`src/xfsc_pkg.sv`:
```
// shared types, constants and helper functions of the crossfade switch controller
`timescale 1ns / 1ps
`default_nettype none
package xfsc_pkg;

  localparam int SLOT_W = 4;
  localparam int SLOT_N = 2 ** SLOT_W;
  localparam int MASK_W = 12;
  localparam int DUR_W  = 16;
  localparam int TICK_W = 16;
  localparam int REQ_W  = 8;
  localparam int ELAP_W = 32;
  localparam int WGT_W  = 16;
  localparam int CIDX_W = 8;
  localparam int CDAT_W = 16;

  localparam logic [CIDX_W-1:0] REG_FADE_DURATION   = CIDX_W'(0);
  localparam logic [CIDX_W-1:0] REG_SOURCE_COUNT    = CIDX_W'(1);
  localparam logic [CIDX_W-1:0] REG_CONNECTED_MASK  = CIDX_W'(2);
  localparam logic [CIDX_W-1:0] REG_SWITCHER_ENABLE = CIDX_W'(3);

  localparam logic [DUR_W-1:0]  RST_FADE_DURATION  = DUR_W'(200);
  localparam logic [SLOT_W-1:0] RST_SOURCE_COUNT   = SLOT_W'(2);
  localparam logic [MASK_W-1:0] RST_CONNECTED_MASK = MASK_W'(3);

  typedef enum logic [3:0] {
    ST_IDLE,
    ST_ACCUM,
    ST_DECIDE,
    ST_RESOLVE,
    ST_DIVIDE,
    ST_SQUARE,
    ST_CUBE,
    ST_FINISH,
    ST_EMIT
  } xfsc_state_e;

  typedef struct packed {
    logic load;
    logic accum;
    logic decide;
    logic resolve;
    logic div_step;
    logic square;
    logic cube;
    logic finish;
    logic emit;
  } xfsc_cmd_t;

  typedef struct packed {
    logic active;
    logic forward;
    logic blend;
    logic div_last;
  } xfsc_sts_t;

  // mask bit lookup, indexes past the mask read as zero
  function automatic logic bit_of(input logic [MASK_W-1:0] mask, input logic [SLOT_W-1:0] idx);
    logic res;
    res = 1'b0;
    if (int'(idx) < MASK_W) begin
      res = mask[idx];
    end
    return res;
  endfunction

  // physical source of a slot: nearest wired slot at or below, else nearest above
  function automatic logic [SLOT_W-1:0] phys_of(input logic [SLOT_W-1:0] k,
                                                input logic [SLOT_W:0]   n,
                                                input logic [MASK_W-1:0] conn);
    logic [SLOT_W-1:0] lo;
    logic [SLOT_W-1:0] hi;
    logic              lo_ok;
    logic [SLOT_W:0]   iv;
    lo    = '0;
    hi    = '0;
    lo_ok = 1'b0;
    for (int i = 0; i < SLOT_N; i++) begin
      iv = (SLOT_W+1)'(i);
      if (iv <= {1'b0, k} && iv < n && bit_of(conn, iv[SLOT_W-1:0])) begin
        lo    = iv[SLOT_W-1:0];
        lo_ok = 1'b1;
      end
    end
    for (int i = SLOT_N - 1; i >= 0; i--) begin
      iv = (SLOT_W+1)'(i);
      if (iv >= {1'b0, k} && iv < n && bit_of(conn, iv[SLOT_W-1:0])) begin
        hi = iv[SLOT_W-1:0];
      end
    end
    return lo_ok ? lo : hi;
  endfunction

endpackage
`default_nettype wire

```
`src/xfsc_channels.sv`:
```
// handshake channel interfaces: frame input, result output, register write
`timescale 1ns / 1ps
`default_nettype none
interface xfsc_in_if import xfsc_pkg::*; ();
  logic                    valid;
  logic                    ready;
  logic [TICK_W-1:0]       tick_delta;
  logic signed [REQ_W-1:0] requested_index;
  logic [MASK_W-1:0]       present_mask;

  modport source (output valid, tick_delta, requested_index, present_mask, input ready);
  modport sink   (input valid, tick_delta, requested_index, present_mask, output ready);
endinterface

interface xfsc_out_if import xfsc_pkg::*; ();
  logic              valid;
  logic              ready;
  logic [SLOT_W-1:0] from_source;
  logic [SLOT_W-1:0] to_source;
  logic [WGT_W-1:0]  blend_weight;
  logic              blending;

  modport source (output valid, from_source, to_source, blend_weight, blending, input ready);
  modport sink   (input valid, from_source, to_source, blend_weight, blending, output ready);
endinterface

interface xfsc_cfg_if import xfsc_pkg::*; ();
  logic              valid;
  logic              ready;
  logic [CIDX_W-1:0] index;
  logic [CDAT_W-1:0] data;

  modport source (output valid, index, data, input ready);
  modport sink   (input valid, index, data, output ready);
endinterface
`default_nettype wire

```
`src/crossfade_switch_controller.sv`:
```
// top level of the crossfade switch controller
// a new frame is accepted only once the previous one is finished, with or without a result
// the blend path runs the 16-step restoring divider and the two-stage cubic multiply
// reset (rst_ni low, async): registers return to duration 200, count 2, mask 3, enabled,
// and the switcher forgets its slots and elapsed time
`timescale 1ns / 1ps
`default_nettype none
module crossfade_switch_controller import xfsc_pkg::*; #(
  parameter int MAX_SOURCES = 12
) (
  input  wire logic   clk_i,
  input  wire logic   rst_ni,
  xfsc_in_if.sink     frame_i,
  xfsc_out_if.source  result_o,
  xfsc_cfg_if.sink    cfg_i
);

  xfsc_cmd_t cmd;
  xfsc_sts_t sts;

  // register writes always land, the block is idle by contract
  assign cfg_i.ready = 1'b1;

  // sequencer: one frame transaction at a time, result held in an output register
  xfsc_ctrl u_ctrl (
    .clk_i       (clk_i),
    .rst_ni      (rst_ni),
    .in_valid_i  (frame_i.valid),
    .in_ready_o  (frame_i.ready),
    .out_ready_i (result_o.ready),
    .out_valid_o (result_o.valid),
    .sts_i       (sts),
    .cmd_o       (cmd)
  );

  // slot state, fade rules, divider and easing
  xfsc_datapath #(
    .MAX_SOURCES (MAX_SOURCES)
  ) u_datapath (
    .clk_i             (clk_i),
    .rst_ni            (rst_ni),
    .cmd_i             (cmd),
    .sts_o             (sts),
    .cfg_we_i          (cfg_i.valid),
    .cfg_index_i       (cfg_i.index),
    .cfg_data_i        (cfg_i.data),
    .tick_delta_i      (frame_i.tick_delta),
    .requested_index_i (frame_i.requested_index),
    .present_mask_i    (frame_i.present_mask),
    .from_source_o     (result_o.from_source),
    .to_source_o       (result_o.to_source),
    .blend_weight_o    (result_o.blend_weight),
    .blending_o        (result_o.blending)
  );

  // a frame transaction makes the block busy on the next cycle
  assert property (@(posedge clk_i) disable iff (!rst_ni)
    frame_i.valid && frame_i.ready |=> !frame_i.ready)
    else $error("frame accepted while busy");

  // a result is only loaded into a free output register
  assert property (@(posedge clk_i) disable iff (!rst_ni)
    cmd.emit |-> (!result_o.valid || result_o.ready))
    else $error("output register overwritten");

  // the sequencer issues at most one datapath command per cycle
  assert property (@(posedge clk_i) disable iff (!rst_ni)
    $onehot0({cmd.load, cmd.accum, cmd.decide, cmd.resolve, cmd.div_step,
              cmd.square, cmd.cube, cmd.finish, cmd.emit}))
    else $error("overlapping datapath commands");

  // divider steps run only while the frame channel is stalled
  assert property (@(posedge clk_i) disable iff (!rst_ni)
    cmd.div_step |-> !frame_i.ready)
    else $error("frame channel open during division");

endmodule
`default_nettype wire

```
`src/xfsc_ctrl.sv`:
```
// sequencing state machine of the crossfade switch controller
`timescale 1ns / 1ps
`default_nettype none
module xfsc_ctrl import xfsc_pkg::*; (
  input  wire logic      clk_i,
  input  wire logic      rst_ni,
  input  wire logic      in_valid_i,
  output logic           in_ready_o,
  input  wire logic      out_ready_i,
  output logic           out_valid_o,
  input  wire xfsc_sts_t sts_i,
  output xfsc_cmd_t      cmd_o
);

  xfsc_state_e state_q, state_d;
  logic        out_valid_q, out_valid_d;
  logic        slot_free;

  assign slot_free = !out_valid_q || out_ready_i;

  always_comb begin
    state_d = state_q;
    unique case (state_q)
      ST_IDLE:    if (in_valid_i) state_d = ST_ACCUM;
      ST_ACCUM:   state_d = sts_i.active ? ST_DECIDE : ST_IDLE;
      ST_DECIDE:  state_d = ST_RESOLVE;
      ST_RESOLVE: begin
        if (sts_i.forward) begin
          state_d = ST_EMIT;
        end else if (sts_i.blend) begin
          state_d = ST_DIVIDE;
        end else begin
          state_d = ST_IDLE;
        end
      end
      ST_DIVIDE:  if (sts_i.div_last) state_d = ST_SQUARE;
      ST_SQUARE:  state_d = ST_CUBE;
      ST_CUBE:    state_d = ST_FINISH;
      ST_FINISH:  state_d = ST_EMIT;
      ST_EMIT:    if (slot_free) state_d = ST_IDLE;
      default:    state_d = ST_IDLE;
    endcase
  end

  always_comb begin
    cmd_o      = '0;
    in_ready_o = 1'b0;
    unique case (state_q)
      ST_IDLE: begin
        in_ready_o = 1'b1;
        cmd_o.load = in_valid_i;
      end
      ST_ACCUM:   cmd_o.accum    = sts_i.active;
      ST_DECIDE:  cmd_o.decide   = 1'b1;
      ST_RESOLVE: cmd_o.resolve  = 1'b1;
      ST_DIVIDE:  cmd_o.div_step = 1'b1;
      ST_SQUARE:  cmd_o.square   = 1'b1;
      ST_CUBE:    cmd_o.cube     = 1'b1;
      ST_FINISH:  cmd_o.finish   = 1'b1;
      ST_EMIT:    cmd_o.emit     = slot_free;
      default:    cmd_o          = '0;
    endcase
  end

  always_comb begin
    out_valid_d = out_valid_q;
    if (cmd_o.emit) begin
      out_valid_d = 1'b1;
    end else if (out_ready_i) begin
      out_valid_d = 1'b0;
    end
  end

  always_ff @(posedge clk_i or negedge rst_ni) begin
    if (!rst_ni) begin
      state_q     <= ST_IDLE;
      out_valid_q <= 1'b0;
    end else begin
      state_q     <= state_d;
      out_valid_q <= out_valid_d;
    end
  end

  assign out_valid_o = out_valid_q;

endmodule
`default_nettype wire

```
`src/xfsc_datapath.sv`:
```
// registers, transition rules, serial divider and cubic easing of the switcher
`timescale 1ns / 1ps
`default_nettype none
module xfsc_datapath import xfsc_pkg::*; #(
  parameter int MAX_SOURCES = 12
) (
  input  wire logic                    clk_i,
  input  wire logic                    rst_ni,
  input  wire xfsc_cmd_t               cmd_i,
  output xfsc_sts_t                    sts_o,
  input  wire logic                    cfg_we_i,
  input  wire logic [CIDX_W-1:0]       cfg_index_i,
  input  wire logic [CDAT_W-1:0]       cfg_data_i,
  input  wire logic [TICK_W-1:0]       tick_delta_i,
  input  wire logic signed [REQ_W-1:0] requested_index_i,
  input  wire logic [MASK_W-1:0]       present_mask_i,
  output logic [SLOT_W-1:0]            from_source_o,
  output logic [SLOT_W-1:0]            to_source_o,
  output logic [WGT_W-1:0]             blend_weight_o,
  output logic                         blending_o
);

  localparam logic [SLOT_W:0] MaxN = (SLOT_W+1)'(MAX_SOURCES);

  // configuration
  logic [DUR_W-1:0]  dur_q;
  logic [SLOT_W-1:0] cnt_q;
  logic [MASK_W-1:0] conn_q;
  logic              en_q;

  // frame fields
  logic [TICK_W-1:0]       tick_q;
  logic signed [REQ_W-1:0] req_q;
  logic [MASK_W-1:0]       pres_q;

  // switcher state
  logic [SLOT_W-1:0] tgt_q, tgt_d;
  logic [SLOT_W-1:0] org_q, org_d;
  logic              vld_q, vld_d;
  logic [ELAP_W-1:0] elap_q, elap_d;

  // divider and easing
  logic [DUR_W-1:0]   rem_q;
  logic [WGT_W-1:0]   quo_q;
  logic [SLOT_W-1:0]  dcnt_q;
  logic [WGT_W-1:0]   v_q;
  logic               side_q;
  logic [2*WGT_W-1:0] sq_q;
  logic [3*WGT_W-1:0] cube_q;

  // pending result and output register
  logic [SLOT_W-1:0] res_from_q, res_to_q;
  logic [WGT_W-1:0]  res_w_q;
  logic              res_blend_q;
  logic [SLOT_W-1:0] out_from_q, out_to_q;
  logic [WGT_W-1:0]  out_w_q;
  logic              out_blend_q;

  logic [SLOT_W:0]   n;
  logic [SLOT_W-1:0] n_m1;
  logic [MASK_W-1:0] slot_mask;
  logic [REQ_W-2:0]  req_pos;
  logic [SLOT_W-1:0] dst;
  logic [SLOT_W-1:0] t0, o0;
  logic [ELAP_W:0]   sum;
  logic [ELAP_W-1:0] dur_ext;
  logic [ELAP_W-1:0] e_new;
  logic [SLOT_W-1:0] t_new, o_new;
  logic [SLOT_W-1:0] ph_from, ph_to, from_slot;
  logic              same, to_pres;
  logic [DUR_W:0]    r2;
  logic              ge;
  logic [WGT_W-1:0]  v;
  logic [3*WGT_W+1:0] rnd;
  logic [WGT_W:0]    term;
  logic [WGT_W-1:0]  weight;

  // slots in use (source count capped at MAX_SOURCES) and the mask of slots in use
  always_comb begin
    n    = ({1'b0, cnt_q} > MaxN) ? MaxN : {1'b0, cnt_q};
    n_m1 = SLOT_W'(n - (SLOT_W+1)'(1));
    for (int i = 0; i < MASK_W; i++) begin
      slot_mask[i] = ((SLOT_W+1)'(i) < n);
    end
  end

  // clamped request
  always_comb begin
    req_pos = req_q[REQ_W-1] ? '0 : req_q[REQ_W-2:0];
    dst     = (req_pos > (REQ_W-1)'(n_m1)) ? n_m1 : SLOT_W'(req_pos);
  end

  // first use, slot clamping and saturating elapsed time
  always_comb begin
    t0  = vld_q ? tgt_q : dst;
    o0  = vld_q ? org_q : dst;
    t0  = (t0 > n_m1) ? n_m1 : t0;
    o0  = (o0 > n_m1) ? n_m1 : o0;
    sum = {1'b0, elap_q} + (ELAP_W+1)'(tick_q);
  end

  // reverse, retarget or fresh fade
  always_comb begin
    dur_ext = ELAP_W'(dur_q);
    t_new   = tgt_q;
    o_new   = org_q;
    e_new   = elap_q;
    if (dst != tgt_q) begin
      if (dst == org_q) begin
        o_new = tgt_q;
        t_new = dst;
        e_new = (elap_q >= dur_ext) ? '0 : dur_ext - elap_q;
      end else if ({elap_q, 1'b0} < {1'b0, dur_ext}) begin
        t_new = dst;
      end else begin
        e_new = '0;
        o_new = tgt_q;
        t_new = dst;
      end
    end
    if (e_new >= dur_ext) begin
      o_new = t_new;
    end
  end

  // physical sources and presence
  always_comb begin
    ph_from   = phys_of(org_q, n, conn_q);
    ph_to     = phys_of(tgt_q, n, conn_q);
    from_slot = bit_of(pres_q, ph_from) ? org_q : tgt_q;
    same      = (from_slot == tgt_q);
    to_pres   = bit_of(pres_q, ph_to);
  end

  // restoring division step and easing arithmetic
  always_comb begin
    r2     = {rem_q, 1'b0};
    ge     = (r2 >= {1'b0, dur_q});
    v      = quo_q[WGT_W-1] ? WGT_W'(17'h10000 - {1'b0, quo_q}) : quo_q;
    rnd    = {cube_q, 2'b00} + (3*WGT_W+2)'(64'h8000_0000);
    term   = rnd[3*WGT_W:2*WGT_W];
    if (side_q) begin
      weight = (term == '0) ? '1 : WGT_W'(17'h10000 - term);
    end else begin
      weight = term[WGT_W-1:0];
    end
  end

  always_comb begin
    sts_o.active   = en_q && (n != '0) && |(conn_q & slot_mask);
    sts_o.forward  = same && to_pres;
    sts_o.blend    = !same && to_pres;
    sts_o.div_last = (dcnt_q == '1);
  end

  always_comb begin
    tgt_d  = tgt_q;
    org_d  = org_q;
    vld_d  = vld_q;
    elap_d = elap_q;
    if (cmd_i.accum) begin
      tgt_d  = t0;
      org_d  = o0;
      vld_d  = 1'b1;
      elap_d = sum[ELAP_W] ? '1 : sum[ELAP_W-1:0];
    end else if (cmd_i.decide) begin
      tgt_d  = t_new;
      org_d  = o_new;
      elap_d = e_new;
    end
  end

  always_ff @(posedge clk_i or negedge rst_ni) begin
    if (!rst_ni) begin
      dur_q  <= RST_FADE_DURATION;
      cnt_q  <= RST_SOURCE_COUNT;
      conn_q <= RST_CONNECTED_MASK;
      en_q   <= 1'b1;
      tgt_q  <= '0;
      org_q  <= '0;
      vld_q  <= 1'b0;
      elap_q <= '0;
      dcnt_q <= '0;
    end else begin
      if (cfg_we_i) begin
        unique case (cfg_index_i)
          REG_FADE_DURATION:   dur_q  <= cfg_data_i[DUR_W-1:0];
          REG_SOURCE_COUNT:    cnt_q  <= cfg_data_i[SLOT_W-1:0];
          REG_CONNECTED_MASK:  conn_q <= cfg_data_i[MASK_W-1:0];
          REG_SWITCHER_ENABLE: en_q   <= cfg_data_i[0];
          default: ;
        endcase
      end
      tgt_q  <= tgt_d;
      org_q  <= org_d;
      vld_q  <= vld_d;
      elap_q <= elap_d;
      if (cmd_i.resolve) begin
        dcnt_q <= '0;
      end else if (cmd_i.div_step) begin
        dcnt_q <= dcnt_q + SLOT_W'(1);
      end
    end
  end

  always_ff @(posedge clk_i) begin
    if (cmd_i.load) begin
      tick_q <= tick_delta_i;
      req_q  <= requested_index_i;
      pres_q <= present_mask_i;
    end
    if (cmd_i.resolve) begin
      res_from_q  <= same ? ph_to : ph_from;
      res_to_q    <= ph_to;
      res_w_q     <= '1;
      res_blend_q <= !same;
      rem_q       <= elap_q[DUR_W-1:0];
      quo_q       <= '0;
    end
    if (cmd_i.div_step) begin
      rem_q <= ge ? DUR_W'(r2 - {1'b0, dur_q}) : r2[DUR_W-1:0];
      quo_q <= {quo_q[WGT_W-2:0], ge};
    end
    if (cmd_i.square) begin
      v_q    <= v;
      side_q <= quo_q[WGT_W-1];
      sq_q   <= v * v;
    end
    if (cmd_i.cube) begin
      cube_q <= sq_q * v_q;
    end
    if (cmd_i.finish) begin
      res_w_q <= weight;
    end
    if (cmd_i.emit) begin
      out_from_q  <= res_from_q;
      out_to_q    <= res_to_q;
      out_w_q     <= res_w_q;
      out_blend_q <= res_blend_q;
    end
  end

  assign from_source_o  = out_from_q;
  assign to_source_o    = out_to_q;
  assign blend_weight_o = out_w_q;
  assign blending_o     = out_blend_q;

endmodule
`default_nettype wire
```
`src/flat_wrapper.sv`:
```
// flat-port wrapper written by rule: the top's interface ports become plain ports
module crossfade_switch_controller_flat import xfsc_pkg::*;
#(
  parameter int MAX_SOURCES = 12
)
  (clk_i, rst_ni, frame_i_valid, frame_i_tick_delta, frame_i_requested_index, frame_i_present_mask, frame_i_ready, result_o_valid, result_o_from_source, result_o_to_source, result_o_blend_weight, result_o_blending, result_o_ready, cfg_i_valid, cfg_i_index, cfg_i_data, cfg_i_ready);
  xfsc_in_if frame_i_i ();
  xfsc_out_if result_o_i ();
  xfsc_cfg_if cfg_i_i ();
  input  wire logic clk_i;
  input  wire logic rst_ni;
  input wire logic [$bits(frame_i_i.valid)-1:0] frame_i_valid;
  input wire logic [$bits(frame_i_i.tick_delta)-1:0] frame_i_tick_delta;
  input wire logic [$bits(frame_i_i.requested_index)-1:0] frame_i_requested_index;
  input wire logic [$bits(frame_i_i.present_mask)-1:0] frame_i_present_mask;
  output wire logic [$bits(frame_i_i.ready)-1:0] frame_i_ready;
  output wire logic [$bits(result_o_i.valid)-1:0] result_o_valid;
  output wire logic [$bits(result_o_i.from_source)-1:0] result_o_from_source;
  output wire logic [$bits(result_o_i.to_source)-1:0] result_o_to_source;
  output wire logic [$bits(result_o_i.blend_weight)-1:0] result_o_blend_weight;
  output wire logic [$bits(result_o_i.blending)-1:0] result_o_blending;
  input wire logic [$bits(result_o_i.ready)-1:0] result_o_ready;
  input wire logic [$bits(cfg_i_i.valid)-1:0] cfg_i_valid;
  input wire logic [$bits(cfg_i_i.index)-1:0] cfg_i_index;
  input wire logic [$bits(cfg_i_i.data)-1:0] cfg_i_data;
  output wire logic [$bits(cfg_i_i.ready)-1:0] cfg_i_ready;
  assign frame_i_i.valid = frame_i_valid;
  assign frame_i_i.tick_delta = frame_i_tick_delta;
  assign frame_i_i.requested_index = frame_i_requested_index;
  assign frame_i_i.present_mask = frame_i_present_mask;
  assign frame_i_ready = frame_i_i.ready;
  assign result_o_valid = result_o_i.valid;
  assign result_o_from_source = result_o_i.from_source;
  assign result_o_to_source = result_o_i.to_source;
  assign result_o_blend_weight = result_o_i.blend_weight;
  assign result_o_blending = result_o_i.blending;
  assign result_o_i.ready = result_o_ready;
  assign cfg_i_i.valid = cfg_i_valid;
  assign cfg_i_i.index = cfg_i_index;
  assign cfg_i_i.data = cfg_i_data;
  assign cfg_i_ready = cfg_i_i.ready;
  crossfade_switch_controller #(.MAX_SOURCES(MAX_SOURCES)) u_core (.clk_i(clk_i), .rst_ni(rst_ni), .frame_i(frame_i_i), .result_o(result_o_i), .cfg_i(cfg_i_i));
endmodule
```
`config.mk`:
```
export PLATFORM = sky130hd
export DESIGN_NAME = crossfade_switch_controller_flat
export DESIGN_NICKNAME = d
export VERILOG_FILES = /design/src/xfsc_pkg.sv /design/src/xfsc_channels.sv /design/src/crossfade_switch_controller.sv /design/src/xfsc_ctrl.sv /design/src/xfsc_datapath.sv /design/src/flat_wrapper.sv
export SDC_FILE = /design/constraint.sdc
export NUM_CORES = 2
export LEC_CHECK = 0
export BUFFER_PORTS_ARGS = -buffer_cell sky130_fd_sc_hd__buf_2
export CORE_ASPECT_RATIO = 1.1
export CORE_MARGIN = 2
export CORE_UTILIZATION = 66
export DETAILED_ROUTE_END_ITERATION = 10
export HOLD_SLACK_MARGIN = 0.03
export PLACE_DENSITY = 0.88
export SYNTH_ARGS = -nofsm -noshare
export SYNTH_HDL_FRONTEND = slang
export SYNTH_SLANG_ARGS = --single-unit
```
`constraint.sdc`:
```
create_clock -name clk_i -period 9.15 [get_ports clk_i]
set_input_delay 0.4575 -clock clk_i [delete_from_list [all_inputs] [get_ports clk_i]]
set_output_delay 0.4575 -clock clk_i [all_outputs]
set_load 0.01 [all_outputs]
```
* After elaboration in Yosys (flattened, before gate mapping) *
Cells that the tools add are included.

word-level totals
  bits in registers = 297
  output and inout bits = 28
  word-level logic and storage cells = 377

cells by class
  $add $sub $neg = 8
  $mul = 2
  order comparisons = 70
  equality and inequality tests = 19
  mux-type cells = 133
  bitwise gates (word level) = 1
  reductions and logical operators = 116

operators with widths
  kind                      count
  $mux W4                   69
  $mux W32                  7
  $mux W16                  10
  $logic_and A1 B1 Y1       97
  $ge A32 B16 Y1            2
  $add A49 B32 Y49 const B  1
  $mul A32 B16 Y47          1
  $mux W1                   41
  $pmux W4 S9               1
  $add A32 B16 Y33          1
  $lt A33 B16 Y1            1
  $ge A3 B4 Y1 const A      8
  $ge A4 B4 Y1 const A      8
  $le A3 B4 Y1 const A      8
  $le A4 B4 Y1 const A      8
  $mul A16 B16 Y32          1
  $sub A1 B16 Y16 const A   2
  $sub A16 B32 Y32          1
  $ge A17 B16 Y1            1
  $logic_not A17 Y1         1
  $eq A4 B3 Y1 const B      4
  $eq A8 B2 Y1 const B      2
  $ge A1 B4 Y1 const A      4
  $ge A2 B4 Y1 const A      4
  other kinds (38)          66

* Logic depth before layout (Yosys ltp) *
  word-level depth = 28
  gate-level depth with buffers = 32

* Modules after synthesis *
Synthesis repeated with hierarchy kept, for this count alone.

unflattened totals
  cells, all modules = 4131
  area total of the unflattened synthesis = 38339.3 um^2

by module, submodules not included
  module                       times used  cells each  area an instance (um^2)
  xfsc_datapath                1           4093        38014.0
  xfsc_ctrl                    1           36          314.1
  crossfade_switch_controller  1           2           11.3

* Least setup slack after synthesis *
OpenSTA, ideal clock, no wires.

  kind = flip-flop to flip-flop
  start = register u_core.u_datapath.quo_q[3]
  end = register u_core.u_datapath.sq_q[30] (data pin)
  library setup time = 0.258 ns
  data arrival time = 7.851 ns
  required time = 8.892 ns
  slack = 1.042 ns
  stages on the path, launching flop included = 29
  path buffers = 0
  period minus slack after synthesis = 8.108 ns
  path through = edfxtp_1 > or3_1 > or2_2 > nor4_1 > nand3_1 > or3_1 > and2_1 > xor2_1 > inv_1 > nor2_1 > fa_1 > fa_1 > fa_1 > fa_1 > fa_1 > inv_1 > fa_1 > inv_1 > ha_1 > a21o_1 > a21o_1 > a21oi_1 > nand2b_1 > o41ai_1 > o41ai_1 > o31ai_1 > a21o_1 > a21oi_1 > xnor2_1

between the ends
  longest elaborated chain between the ends = 3

ends and longest elaborated chain
  element                      RTL line              RTL
  start, declared              xfsc_datapath.sv:44   logic [WGT_W-1:0] quo_q;
  start signal, assigned       xfsc_datapath.sv:222  quo_q <= {quo_q[WGT_W-2:0], ge};
  $sub A1 B16 Y16              xfsc_datapath.sv:139  v = quo_q[WGT_W-1] ? WGT_W'(17'h10000 - {1'b0, quo_q}) : quo_q;
  $mux W16                     xfsc_datapath.sv:139
  net u_core.u_datapath.v[11]  xfsc_datapath.sv:73   logic [WGT_W-1:0] v;
  $mul A16 B16 Y32             xfsc_datapath.sv:227  sq_q <= v * v;
  end signal, assigned         xfsc_datapath.sv:227
  end, declared                xfsc_datapath.sv:48   logic [2*WGT_W-1:0] sq_q;

The timed path passes the listed nets, and every way through them passes these cells.
A chain may end at the register's enable or synchronous reset.

* Worst setup path after layout *
Ends and elaborated chain as after synthesis.

==> metrics.csv <==
metric;value;unit
status;completed;
CTS tree;done;
Longest Clk Path Bufs;3;
Synth warnings;0;
Final WS setup;0.429;ns
Yosys cell types;103;
Chip Height;255;um
FFs w/ async S/R, synth;31.2;%
Detailed Route WL;100000;um
H-tree levels;1;
routability-driven placement congestion ratio;0.959;
final cell count without fillers;4873;
FILL cells;3859;
slew margin rel.;13.9;%
peak supply drop;0.147;mV
die area;0.0590;mm2
final period utilization;95.3;%
root buf cell;clkbuf_16;
initial antenna violation count;1;
largest net degree at the start of global routing;57;
HPWL after DPL;74500;um
Rows;91;
total number of vias;30100;
grt total ovfl;0;
main flop type after synthesis;edfxtp_1;
total CTS buffers;31;
number of max-cap violations;0;
Avg Vias per Cell;6.17;
sequential element share of the synthesized area;20.1;%
first-pass detailed-route iteration total;5;
port bufs;91;
Post-Synthesis Cells;4026;
first-pass GRT wire length;162000;um
Initial Util;67.0;%
CP Capture Type;register;
post-place setup slack;0.323;ns
per-cell routed wire length;20.5;um
GRT Total Usage;34.7;%
vias in the first global route;32000;
I/O Pins;93;
area grow syn2layout;7.35;%
P_leak;0.0207;uW
Yosys reg bits;266;
max frequency;115;MHz
EDFF count, synth;183;
CP arrival;9.07;ns
core area;0.0562;mm2
Worst-path clk slew;0.06;ns
Hold Crit Class;in2reg;
syn_area_per_cell;9.36;um2
total negative slack;0;ns
Worst Clk Skew;0.0358;ns
Mapped Area;0.0377;mm2
ANT nets after route;0;
worst reg2reg setup slack;0.43;ns
# setup viols final;0;
worst-path maximum fanout;10;
CTS sink count;266;
Remaining DRCs;0;
kind of critical path;reg2reg;
clk_lat worst skew;0.63;ns
initial drt markers;2713;
Die X;232;um
pwr dens;79.1;mW/mm2
Pwr Total;3200;uW
Placed Cells;4778;
worst slew pin tran;1.29;ns
crit path time final;8.72;ns
RSZ-0062 raised after global routing;no;
CP Data Required Time;9.50;ns
Post-CTS Setup Bufs;0;
Worst setup SP type;register;
ant diodes;0;
Final Max Tran Viols;0;
Nets;5051;
Final Hold Violating Endpoints;0;
layout cells sized above 1;6.68;%
## report_power, final
group	total [uW]	internal, uW	switching [uW]
registers	1370	1330	36.7
clock network	1380	801	576
logic	456	177	280
## final cells by class
class / count / area, um2 / share of cell area (%)
inverter: 717 / 2690 / 6.65
multi-input combinational: 2904 / 26900 / 66.5
tap: 744 / 931 / 2.30
timing repair buffer: 184 / 1250 / 3.09
clock inverter: 24 / 323 / 0.798
clock buffer: 34 / 787 / 1.94
sequential: 266 / 7580 / 18.7
## metrics by stage
step           cell area [um2]  hold WS, ns  util [%]
3_3_place_gp             39000        0.403      69.3
4_1_cts                  40400       0.0620      71.9
6_report                 40500       0.0819      72.0
2_1_floorplan            37800        0.162         -
5_1_grt                  40500       0.0950      72.0
3_5_place_dp             39000        0.406      69.3
## worst max-delay path, stage by stage (launching register included)
cell and delay [ns]:
edfxtp_1 0.44, or3_1 0.41, or2_2 0.33, nor4_1 0.31
nand3_1 0.18, or3_1 0.40, and2_1 0.20, xor2_1 0.17
buf_4 0.22, nand2_1 0.10, fa_1 0.54, fa_1 0.55
inv_1 0.05, fa_1 0.48, fa_1 0.57, fa_1 0.43
fa_1 0.45, ha_1 0.43, nand2_1 0.08, nor2_1 0.20
o21ai_0 0.18, a22o_1 0.28, o41ai_2 0.41, o41ai_2 0.16
o31ai_1 0.50, a21o_1 0.20, a21oi_1 0.07, xnor2_1 0.14
## kinds of logic after synthesis
family | synth area share [%]
flip-flops | 20.1
multiplexers | 1.45
buffers and inverters | 8.79
AND/OR/NAND/NOR | 14.4
other | 0.0199
AO/OA/AOI/OAI | 11.2
XOR/XNOR | 3.39
adder cells (fa/ha/maj) | 40.7
## flip-flops by register name (all words and copies together) (netlist names), 8 cells and up
| signal | count |
|---|---|
| u_core.u_datapath.blend_weight_o | 16 |
| u_core.u_datapath.conn_q | 12 |
| u_core.u_datapath.cube_q | 18 |
| u_core.u_datapath.dur_q | 16 |
| u_core.u_datapath.elap_q | 32 |
| u_core.u_datapath.pres_q | 12 |
| u_core.u_datapath.quo_q | 16 |
| u_core.u_datapath.rem_q | 16 |
| u_core.u_datapath.req_q | 8 |
| u_core.u_datapath.res_w_q | 16 |
| u_core.u_datapath.sq_q | 30 |
| u_core.u_datapath.tick_q | 16 |
| u_core.u_datapath.v_q | 16 |
## cell usage in the layout, fill, tap and decap left out, types with 14 or more instances in the layout
master / n
nand2_1: 597
a211oi_1: 21
nand3_1: 44
nor2b_1: 26
inv_1: 708
a21o_1: 54
and3_1: 33
edfxtp_1: 183
o21ai_0: 127
ha_1: 308
nor3_1: 40
clkbuf_16: 31
a221o_1: 14
dfrtp_1: 76
nor2_1: 177
mux2i_1: 30
dlygate4sd3_1: 37
nand4_1: 22
mux2_2: 20
conb_1: 18
a31oi_1: 15
o21bai_1: 14
o21a_1: 22
xnor2_1: 86
o21ai_1: 20
o211ai_1: 22
o22ai_1: 15
a21oi_1: 164
buf_4: 57
fa_1: 574
xor2_1: 56
nand2b_1: 24
buf_2: 90
or3_1: 16
and2_1: 142
## what timing repair did
action / 4_1_cts / 5_1_grt
hold endpoints to repair: 61 / 0
resized for setup: 0 / 4
setup endpoints to repair: 0 / 5
hold buffers: 37 / 0
## cell usage after synthesis, drive strengths merged (54+ instances only)
cell	instances	share of area [%]
a21o	54	1.1
a21oi	166	2.2
and2	146	2.4
clkbuf	139	1.4
dfrtp	76	5.0
edfxtp	183	15
fa	574	30
ha	308	10
inv	710	7.1
nand2	597	5.9
nor2	179	1.8
o21ai	149	2.0
xnor2	89	2.1
xor2	56	1.3
## per-layer routing
metal	vias up	global-route usage, %	wire (um)
met5	-	0	12
met4	2	18.4	6010
met3	458	6.65	9350
met2	1728	58.7	48400
met1	14700	42.2	36200
li1	13200	-	-
## worst paths after layout
path | startpoint | to | cells after the start
worst max-delay path | u_core.u_datapath.quo_q[3] | u_core.u_datapath.sq_q[30] | 27
worst min-delay path | cfg_i_data[12] | u_core.u_datapath.dur_q[12] | 3
worst max register to register | u_core.u_datapath.quo_q[3] | u_core.u_datapath.sq_q[30] | 27
worst min register to register | u_core.u_datapath.res_to_q[1] | u_core.u_datapath.to_source_o[1] | 0
max in group asynchronous | rst_ni | u_core.u_datapath.dcnt_q[2] | 3
min in group asynchronous | rst_ni | u_core.u_datapath.elap_q[28] | 2
Note: power is estimated with default switching activity, not from simulation.
